`src/sv/cbd_pkg.sv`:
```
// Shared types and constants for the chunked body deframer.
// No dependencies; imported by every module of the block.
package cbd_pkg;

    // parser phase codes
    localparam logic [2:0] PH_SIZE  = 3'd0;
    localparam logic [2:0] PH_SKIP1 = 3'd1;
    localparam logic [2:0] PH_DATA  = 3'd2;
    localparam logic [2:0] PH_SKIP2 = 3'd3;
    localparam logic [2:0] PH_DONE  = 3'd4;

    // result status codes
    localparam logic [1:0] ST_DATA  = 2'd0;
    localparam logic [1:0] ST_DONE  = 2'd1;
    localparam logic [1:0] ST_TRUNC = 2'd2;
    localparam logic [1:0] ST_ERR   = 2'd3;

    // characters of interest
    localparam logic [7:0] CH_CR    = 8'h0D;
    localparam logic [7:0] CH_LF    = 8'h0A;
    localparam logic [7:0] CH_SP    = 8'h20;
    localparam logic [7:0] CH_TAB   = 8'h09;
    localparam logic [7:0] CH_VT    = 8'h0B;
    localparam logic [7:0] CH_FF    = 8'h0C;
    localparam logic [7:0] CH_PLUS  = 8'h2B;
    localparam logic [7:0] CH_MINUS = 8'h2D;

    localparam logic [1:0] SKIP_TRAILER = 2'd2;
    localparam logic [23:0] MAX_BODY_RST = 24'd4096;

    typedef struct packed {
        logic       kind;
        logic [7:0] data_byte;
    } item_t;

    typedef struct packed {
        logic [1:0]  status;
        logic [7:0]  data_byte;
        logic        is_last;
        logic [23:0] body_length;
    } res_t;

    // {is_hex, nibble}
    function automatic logic [4:0] hex_digit(input logic [7:0] c);
        logic [4:0] r;
        r = 5'd0;
        if (c inside {[8'h30:8'h39]})
            r = {1'b1, 4'(c - 8'h30)};
        else if (c inside {[8'h61:8'h66]})
            r = {1'b1, 4'(c - 8'h61 + 8'd10)};
        else if (c inside {[8'h41:8'h46]})
            r = {1'b1, 4'(c - 8'h41 + 8'd10)};
        return r;
    endfunction

endpackage

```
`src/sv/chunked_body_deframer_top.sv`:
```
// Chunked body deframer, one byte per transfer in, at most one result out.
// Usage:
//   Input channel (in_valid / in_stall, kind, data_byte): kind 1 starts a new
//   body and clears the parser; kind 0 carries one raw byte of the stream.
//   Output channel (out_valid / out_stall): status, data_byte_res, is_last,
//   body_length. Body bytes come out with status data; the body ends with
//   one result marked is_last (complete, truncated or error), after which
//   stream bytes are dropped until the next kind 1 transfer.
//   User writes max_body (max_body_we) with no transfer in flight; unchecked.
// Timing:
//   An accepted byte passes two register stages, the input register and
//   then the result register. One byte per cycle is sustained while no
//   result is stalled; a size digit needs one shift-add, a data byte one
//   decrement. When out_stall holds a result, one more byte may sit in the
//   input register; in_stall rises only when both stages are full.
// Reset: rst_n clears both stages and the parser; max_body returns to 4096.
// Depends on cbd_pkg, cbd_in_stage, cbd_parser, cbd_out_stage.
module chunked_body_deframer_top
    import cbd_pkg::*;
#(
    parameter int LENGTH_BITS = 24
)
(
    input  logic        clk,
    input  logic        rst_n,
    input  logic        in_valid,
    output logic        in_stall,
    input  logic        kind,
    input  logic [7:0]  data_byte,
    input  logic        max_body_we,
    input  logic [23:0] max_body,
    output logic        out_valid,
    input  logic        out_stall,
    output logic [1:0]  status,
    output logic [7:0]  data_byte_res,
    output logic        is_last,
    output logic [23:0] body_length
);

    logic  item_valid;
    item_t item;
    logic  ready;
    logic  step;
    logic  res_valid;
    res_t  res;

    assign step = item_valid && ready;

    cbd_in_stage u_in (
        .clk        (clk),
        .rst_n      (rst_n),
        .in_valid   (in_valid),
        .in_stall   (in_stall),
        .kind       (kind),
        .data_byte  (data_byte),
        .take       (step),
        .item_valid (item_valid),
        .item       (item)
    );

    cbd_parser #(
        .LENGTH_BITS (LENGTH_BITS)
    ) u_parser (
        .clk       (clk),
        .rst_n     (rst_n),
        .cfg_we    (max_body_we),
        .cfg_data  (max_body),
        .step      (step),
        .item      (item),
        .res_valid (res_valid),
        .res       (res)
    );

    cbd_out_stage u_out (
        .clk           (clk),
        .rst_n         (rst_n),
        .res_valid     (res_valid),
        .res           (res),
        .ready         (ready),
        .out_valid     (out_valid),
        .out_stall     (out_stall),
        .status        (status),
        .data_byte_res (data_byte_res),
        .is_last       (is_last),
        .body_length   (body_length)
    );

endmodule

```
`src/sv/cbd_in_stage.sv`:
```
// Input register of the deframer: captures one transfer per cycle while in_stall is low.
// Depends on cbd_pkg.
module cbd_in_stage
    import cbd_pkg::*;
(
    input  logic       clk,
    input  logic       rst_n,
    input  logic       in_valid,
    output logic       in_stall,
    input  logic       kind,
    input  logic [7:0] data_byte,
    input  logic       take,
    output logic       item_valid,
    output item_t      item
);

    logic  valid_reg, valid_next;
    item_t item_reg;

    assign in_stall   = valid_reg && !take;
    assign valid_next = (valid_reg && !take) || in_valid;

    always_ff @(posedge clk or negedge rst_n)
    begin
        if (!rst_n)
        begin
            valid_reg <= 1'b0;
        end
        else
        begin
            valid_reg <= valid_next;
        end
    end

    always_ff @(posedge clk)
    begin
        if (in_valid && !in_stall)
        begin
            item_reg <= '{kind: kind, data_byte: data_byte};
        end
    end

    assign item_valid = valid_reg;
    assign item       = item_reg;

endmodule

```
`src/sv/cbd_parser.sv`:
```
// Chunk framing parser: size line decode, skip, data pass and limit check.
// Holds the max_body register. Depends on cbd_pkg.
module cbd_parser
    import cbd_pkg::*;
#(
    parameter int LENGTH_BITS = 24
)
(
    input  logic        clk,
    input  logic        rst_n,
    input  logic        cfg_we,
    input  logic [23:0] cfg_data,
    input  logic        step,
    input  item_t       item,
    output logic        res_valid,
    output res_t        res
);

    localparam int CNT_W = (LENGTH_BITS < 24) ? LENGTH_BITS : 24;
    localparam logic [24:0] CAP_W = (25'd1 << CNT_W) - 25'd1;
    localparam logic [23:0] CAP = CAP_W[23:0];

    logic [23:0]      max_body_reg;
    logic [2:0]       phase_reg, phase_next;
    logic [30:0]      size_reg, size_next;
    logic             ovf_reg, ovf_next;
    logic [30:0]      remain_reg, remain_next;
    logic [CNT_W-1:0] count_reg, count_next;
    logic [1:0]       skip_reg, skip_next;
    logic             begun_reg, begun_next;
    logic             ended_reg, ended_next;
    logic             neg_reg, neg_next;
    logic             sign_reg, sign_next;

    logic [CNT_W-1:0] limit;
    logic [CNT_W-1:0] count_inc;
    logic [4:0]       hx;
    logic [7:0]       c;
    logic             emit;

    assign limit     = (max_body_reg > CAP) ? CAP[CNT_W-1:0] : max_body_reg[CNT_W-1:0];
    assign count_inc = count_reg + CNT_W'(1);
    assign c         = item.data_byte;
    assign hx        = hex_digit(c);

    always_comb
    begin
        phase_next  = phase_reg;
        size_next   = size_reg;
        ovf_next    = ovf_reg;
        remain_next = remain_reg;
        count_next  = count_reg;
        skip_next   = skip_reg;
        begun_next  = begun_reg;
        ended_next  = ended_reg;
        neg_next    = neg_reg;
        sign_next   = sign_reg;
        emit        = 1'b0;
        res.status      = ST_DATA;
        res.data_byte   = 8'd0;
        res.is_last     = 1'b0;

        if (item.kind)
        begin
            phase_next  = PH_SIZE;
            size_next   = '0;
            ovf_next    = 1'b0;
            remain_next = '0;
            count_next  = '0;
            skip_next   = '0;
            begun_next  = 1'b0;
            ended_next  = 1'b0;
            neg_next    = 1'b0;
            sign_next   = 1'b0;
        end
        else
        begin
            case (phase_reg)
                PH_SIZE:
                begin
                    if (c == CH_CR || c == CH_LF)
                    begin
                        if (ovf_reg)
                        begin
                            emit = 1'b1;
                            res.status = ST_ERR;
                            res.is_last = 1'b1;
                        end
                        else if (size_reg == '0)
                        begin
                            emit = 1'b1;
                            res.status = ST_DONE;
                            res.is_last = 1'b1;
                        end
                        else if (neg_reg)
                        begin
                            emit = 1'b1;
                            res.status = ST_ERR;
                            res.is_last = 1'b1;
                        end
                        else
                        begin
                            remain_next = size_reg;
                            phase_next  = PH_SKIP1;
                        end
                    end
                    else if (!ended_reg)
                    begin
                        if (hx[4])
                        begin
                            begun_next = 1'b1;
                            // any further nibble on a value that needs more than 27 bits overflows
                            if (ovf_reg || size_reg[30:27] != 4'd0)
                            begin
                                ovf_next  = 1'b1;
                                size_next = '0;
                            end
                            else
                            begin
                                size_next = {size_reg[26:0], hx[3:0]};
                            end
                        end
                        else if (!begun_reg && !sign_reg &&
                                 (c inside {CH_SP, CH_TAB, CH_VT, CH_FF}))
                        begin
                            ended_next = 1'b0;
                        end
                        else if (!begun_reg && !sign_reg &&
                                 (c inside {CH_PLUS, CH_MINUS}))
                        begin
                            sign_next = 1'b1;
                            neg_next  = (c == CH_MINUS);
                        end
                        else
                        begin
                            ended_next = 1'b1;
                        end
                    end
                end
                PH_SKIP1:
                begin
                    phase_next = PH_DATA;
                    if (count_reg >= limit)
                    begin
                        emit = 1'b1;
                        res.status = ST_TRUNC;
                        res.is_last = 1'b1;
                    end
                end
                PH_DATA:
                begin
                    emit = 1'b1;
                    if (count_reg >= limit)
                    begin
                        res.status = ST_TRUNC;
                        res.is_last = 1'b1;
                    end
                    else
                    begin
                        count_next    = count_inc;
                        remain_next   = remain_reg - 31'd1;
                        res.data_byte = c;
                        if (count_inc >= limit)
                        begin
                            res.status = ST_TRUNC;
                            res.is_last = 1'b1;
                        end
                        else if (remain_reg == 31'd1)
                        begin
                            phase_next = PH_SKIP2;
                            skip_next  = SKIP_TRAILER;
                        end
                    end
                end
                PH_SKIP2:
                begin
                    if (skip_reg <= 2'd1)
                    begin
                        skip_next  = 2'd0;
                        phase_next = PH_SIZE;
                        size_next  = '0;
                        ovf_next   = 1'b0;
                        begun_next = 1'b0;
                        ended_next = 1'b0;
                        neg_next   = 1'b0;
                        sign_next  = 1'b0;
                    end
                    else
                    begin
                        skip_next = skip_reg - 2'd1;
                    end
                end
                default:
                begin
                    phase_next = phase_reg;
                end
            endcase
            if (emit && res.is_last)
            begin
                phase_next = PH_DONE;
            end
        end
        res.body_length = 24'(count_next);
    end

    assign res_valid = step && emit;

    always_ff @(posedge clk or negedge rst_n)
    begin
        if (!rst_n)
        begin
            max_body_reg <= MAX_BODY_RST;
            phase_reg    <= PH_SIZE;
            size_reg     <= '0;
            ovf_reg      <= 1'b0;
            remain_reg   <= '0;
            count_reg    <= '0;
            skip_reg     <= '0;
            begun_reg    <= 1'b0;
            ended_reg    <= 1'b0;
            neg_reg      <= 1'b0;
            sign_reg     <= 1'b0;
        end
        else
        begin
            if (cfg_we)
            begin
                max_body_reg <= cfg_data;
            end
            if (step)
            begin
                phase_reg  <= phase_next;
                size_reg   <= size_next;
                ovf_reg    <= ovf_next;
                remain_reg <= remain_next;
                count_reg  <= count_next;
                skip_reg   <= skip_next;
                begun_reg  <= begun_next;
                ended_reg  <= ended_next;
                neg_reg    <= neg_next;
                sign_reg   <= sign_next;
            end
        end
    end

endmodule

```
`src/sv/cbd_out_stage.sv`:
```
// Result register of the deframer; holds a result while the receiver stalls.
// Depends on cbd_pkg.
module cbd_out_stage
    import cbd_pkg::*;
(
    input  logic        clk,
    input  logic        rst_n,
    input  logic        res_valid,
    input  res_t        res,
    output logic        ready,
    output logic        out_valid,
    input  logic        out_stall,
    output logic [1:0]  status,
    output logic [7:0]  data_byte_res,
    output logic        is_last,
    output logic [23:0] body_length
);

    logic valid_reg, valid_next;
    res_t res_reg;

    assign ready      = !valid_reg || !out_stall;
    assign valid_next = ready ? res_valid : valid_reg;

    always_ff @(posedge clk or negedge rst_n)
    begin
        if (!rst_n)
        begin
            valid_reg <= 1'b0;
        end
        else
        begin
            valid_reg <= valid_next;
        end
    end

    always_ff @(posedge clk)
    begin
        if (ready && res_valid)
        begin
            res_reg <= res;
        end
    end

    assign out_valid     = valid_reg;
    assign status        = res_reg.status;
    assign data_byte_res = res_reg.data_byte;
    assign is_last       = res_reg.is_last;
    assign body_length   = res_reg.body_length;

endmodule

```
`config.mk`:
```
export PLATFORM = sky130hd
export DESIGN_NAME = chunked_body_deframer_top
export DESIGN_NICKNAME = d
export VERILOG_FILES = /design/src/sv/cbd_pkg.sv /design/src/sv/chunked_body_deframer_top.sv /design/src/sv/cbd_in_stage.sv /design/src/sv/cbd_parser.sv /design/src/sv/cbd_out_stage.sv
export SDC_FILE = /design/constraint.sdc
export NUM_CORES = 1
export LEC_CHECK = 0
export ABC_AREA = 1
export BUFFER_PORTS_ARGS = -buffer_cell sky130_fd_sc_hd__buf_2
export CORE_MARGIN = 1
export CORE_UTILIZATION = 55
export CTS_CLUSTER_DIAMETER = 40
export DETAILED_ROUTE_END_ITERATION = 10
export PLACE_DENSITY = 0.74
export SYNTH_ARGS = -nofsm -noshare
export SYNTH_HDL_FRONTEND = slang
export SYNTH_SLANG_ARGS = --single-unit
```
`constraint.sdc`:
```
create_clock -name clk -period 4.2 [get_ports clk]
set_input_delay 0.63 -clock clk [delete_from_list [all_inputs] [get_ports clk]]
set_output_delay 0.63 -clock clk [all_outputs]
set_load 0.03 [all_outputs]
```
==> run summary <==
post-synthesis to final-layout area growth = 11.0%
Tmin final = 3530 ps
count of input and output buffers = 74
htree depth = 4
highest ir drop seen on vdd = 0.468 mV
worst-case headroom to the max-slew limit = 27.1%
Setup crit start kind = flop
data arrival time at the worst-slack endpoint = 3850 ps
area leader, netlist = sky130_fd_sc_hd__dfrtp_1
source-to-sink clock delay at the later pin of the worst-skew pair = 430 ps
synthesized flop and latch total = 166
top post-synthesis cells by area = sky130_fd_sc_hd__dfrtp_1 30%, sky130_fd_sc_hd__edfxtp_1 13%, sky130_fd_sc_hd__nand2_1 11%
critical register-to-register path startpoint = u_parser.count_reg[0]
number of antenna repair diodes = 0
post-cts hold buffer count = 0
vertical die dimension = 136 um
pin count of the biggest net entering global routing = 59
dominant delay contributor by cell family on the critical path = simple AND/OR/NAND/NOR gates
starting utilization of the core area = 56.9%
clock buffer depth = 2
portion of the post-synthesis area used by sequential elements = 44.0%
commonest cells after routing, fill and taps aside = 300 x sky130_fd_sc_hd__nand2_1, 219 x sky130_fd_sc_hd__inv_1, 135 x sky130_fd_sc_hd__o21ai_0
Core Rows = 48
TritonCTS sink count = 166
CP required = 4510 ps
post-layout worst setup margin = 668 ps
post-route setup TNS = 0 ps
number of distinct library cell variants in the gate-level netlist after synthesis = 42
CTS tree = yes
clock root buffer = sky130_fd_sc_hd__clkbuf_16
post-detailed-route wirelength per cell = 15.1 um
total routing resource utilization after global routing = 27.8%
critical path capture point type = flop
type of the worst setup path = flop to flop
most frequent standard cell in the layout excluding fill and tap cells = sky130_fd_sc_hd__nand2_1
post-synthesis area per instance = 7.69 sq um
number of iterations in the first detailed-routing pass = 6
placeable core region = 0.0175 sq mm
estimated wirelength of the detail-placed design = 17400 um
pin slew with the least headroom to its limit = 1090 ps
initial antenna violation count = 0
Die Width = 136 um
final number of max-transition violations = 0
net count after synthesis = 1387
overall power = 0.00747 W
share of post-route cells with drive strength above 1 = 10.6%
DRC errors left = 0
total power divided by cell area = 677 mW/mm^2
final worst path period share = 84.1%
portion of synthesized cell area occupied by the leading cell type = 30.4%
Worst Reg-to-Reg Cells = 19
initial DRC count = 645
setup violation total in the final timing report = 0
post-CTS resize count = 0
CP max stage delay = 450 ps
average vias per placed instance = 5.47
timing-limited maximum frequency = 283 MHz
overall routed net length = 24100 um
final weighted congestion of routability-driven global placement = 0.950
slowest cell on the critical path = sky130_fd_sc_hd__dfrtp_1
run status = finished, final reports clean
antenna-violating nets left = 0
final worst clock skew = 11.6 ps
maximum fanout along the worst path = 5
count of non-filler cells in the finished layout = 1597
number of buffer and inverter instances along the worst setup path = 1
via count of the first global-routing pass = 8252
detailed-route via count = 8729
final-report hold violation count = 0
capturing point of the worst reg2reg path = u_parser.phase_reg[0]
Total Nets Final = 1453
clock transition at the register clock pins on the worst setup and hold paths after CTS = 60 ps
global-route wire length before repair = 40000 um
MaxCap Viol Count = 0
Cell Count Post-Placement = 1565
CP cell instances = ha_1 -> nand3_1 -> nor2_1 -> nand3_1 -> nor2_1 -> xor2_1 -> inv_1 -> ha_1 -> nand4_1 -> nor2_1 -> nand3_1 -> a21oi_1 -> nor2_1 -> nand2_1 -> nand3_1 -> nand2_1 -> nor2_1 -> nand3_1 -> nand2_1
die area = 0.0186 sq mm
number of CTS-inserted buffers = 17
static leakage power = 5.73 nW
setup repair after global routing missed its margin = false
type of the most critical hold path = primary input to asynchronous set/reset pin
area of the mapped netlist = 0.00994 sq mm
remaining global-route overflow = 0
Gate Count Post-Synth = 1293
worst slack, placed = 825 ps
number of setup buffers added after CTS = 0
register-to-register setup slack = 670 ps
total I/O pin count = 75
Synthesis Warnings = 0
## report_power, final
part           switching (W)  total, W  internal, W  leakage [nW]
combinational        0.00254   0.00374      0.00120          3.43
sequential          0.000323   0.00230      0.00197          2.05
clock               0.000678   0.00144     0.000761         0.254
total                0.00354   0.00747      0.00393          5.73
## worst register-to-register path: cells and delay by family, from the launching register on
family / cells / cell delay [ps]
buffers and inverters: 1 / 60
adders and majority gates: 2 / 570
DFF: 1 / 450
and+or+nand+nor: 14 / 1990
xor gates and xnor gates: 1 / 210
AOI/OAI and AO/OA: 1 / 150
## area by class of cell
cell class | count | area, sq um
Clock inverter | 14 | 104
Clock buffer | 18 | 429
Sequential cell | 166 | 4380
Tap cell | 225 | 282
Fill cell | 1563 | 6440
Timing Repair Buffer | 85 | 455
Multi-Input combinational cell | 864 | 4540
Inverter | 225 | 845
## Yosys cell counts
library cell and n:
sky130_fd_sc_hd__nand2_2 7, sky130_fd_sc_hd__edfxtp_1 44, sky130_fd_sc_hd__nor2_2 3, sky130_fd_sc_hd__and3_1 1, sky130_fd_sc_hd__buf_2 8, sky130_fd_sc_hd__mux2_2 1
sky130_fd_sc_hd__ha_1 56, sky130_fd_sc_hd__nand3_1 71, sky130_fd_sc_hd__buf_4 9, sky130_fd_sc_hd__nand4_1 25, sky130_fd_sc_hd__o21a_1 1, sky130_fd_sc_hd__nor3_1 18
sky130_fd_sc_hd__nor2_1 105, sky130_fd_sc_hd__mux2i_1 1, sky130_fd_sc_hd__buf_1 1, sky130_fd_sc_hd__a22oi_1 1, sky130_fd_sc_hd__or2_2 6, sky130_fd_sc_hd__inv_1 219
sky130_fd_sc_hd__dfstp_2 1, sky130_fd_sc_hd__xor2_1 25, sky130_fd_sc_hd__nor3_2 2, sky130_fd_sc_hd__a31oi_1 2, sky130_fd_sc_hd__clkinv_1 1, sky130_fd_sc_hd__o31ai_1 2
sky130_fd_sc_hd__o21ai_0 135, sky130_fd_sc_hd__a21oi_1 43, sky130_fd_sc_hd__clkbuf_1 19, sky130_fd_sc_hd__nor2_4 2, sky130_fd_sc_hd__inv_2 5, sky130_fd_sc_hd__nor4_1 5
sky130_fd_sc_hd__a21oi_2 1, sky130_fd_sc_hd__o22ai_1 14, sky130_fd_sc_hd__o22ai_2 3, sky130_fd_sc_hd__o32ai_1 2, sky130_fd_sc_hd__o211ai_1 12, sky130_fd_sc_hd__nand2_1 300
sky130_fd_sc_hd__nand2b_1 1, sky130_fd_sc_hd__clkbuf_2 1, sky130_fd_sc_hd__xnor2_1 2, sky130_fd_sc_hd__o21ai_1 13, sky130_fd_sc_hd__a21o_1 4, sky130_fd_sc_hd__dfrtp_1 121
## through the flow
stage	hold WS, ps	utilization (%)	instance area, sq um
floorplan	334	-	9940
global route	347	63.1	11000
CTS	327	63.1	11000
detailed placement	469	60.1	10500
finish	290	63.1	11000
global placement	454	60.1	10500
## cells by family after synthesis
family,Yosys count,share of synthesized area (%)
AOI/OAI and AO/OA,233,12.8
muxes,2,0.214
DFF,166,44.0
buffers and inverters,263,10.4
and+or+nand+nor,546,23.2
xor gates and xnor gates,27,2.38
adders and majority gates,56,7.05
## metal layers
metal	track usage, %	vias up	part of all wire (%)	wire length (um)
li1	-	4321	-	-
met4	8.33	0	1.5	352
met1	38.7	4076	46	11000
met3	3.91	25	6.3	1530
met2	45.0	307	46	11200
met5	0	-	0	0
## how the worst max path moves through the flow
| stage | from | to | depth (start not counted) |
|---|---|---|---|
| 6_report | u_parser.count_reg[0] | u_parser.phase_reg[0] | 19 |
| 5_1_grt | u_parser.count_reg[0] | u_parser.skip_reg[1] | 22 |
| 4_1_cts | u_parser.count_reg[0] | u_parser.phase_reg[0] | 19 |
| 2_1_floorplan | u_parser.count_reg[23] | u_out.body_length[0] | 11 |
| 3_5_place_dp | u_parser.count_reg[0] | u_parser.skip_reg[0] | 22 |
| 3_3_place_gp | u_parser.count_reg[0] | u_parser.phase_reg[2] | 21 |
No activity file was read; power rests on OpenSTA's default activity.
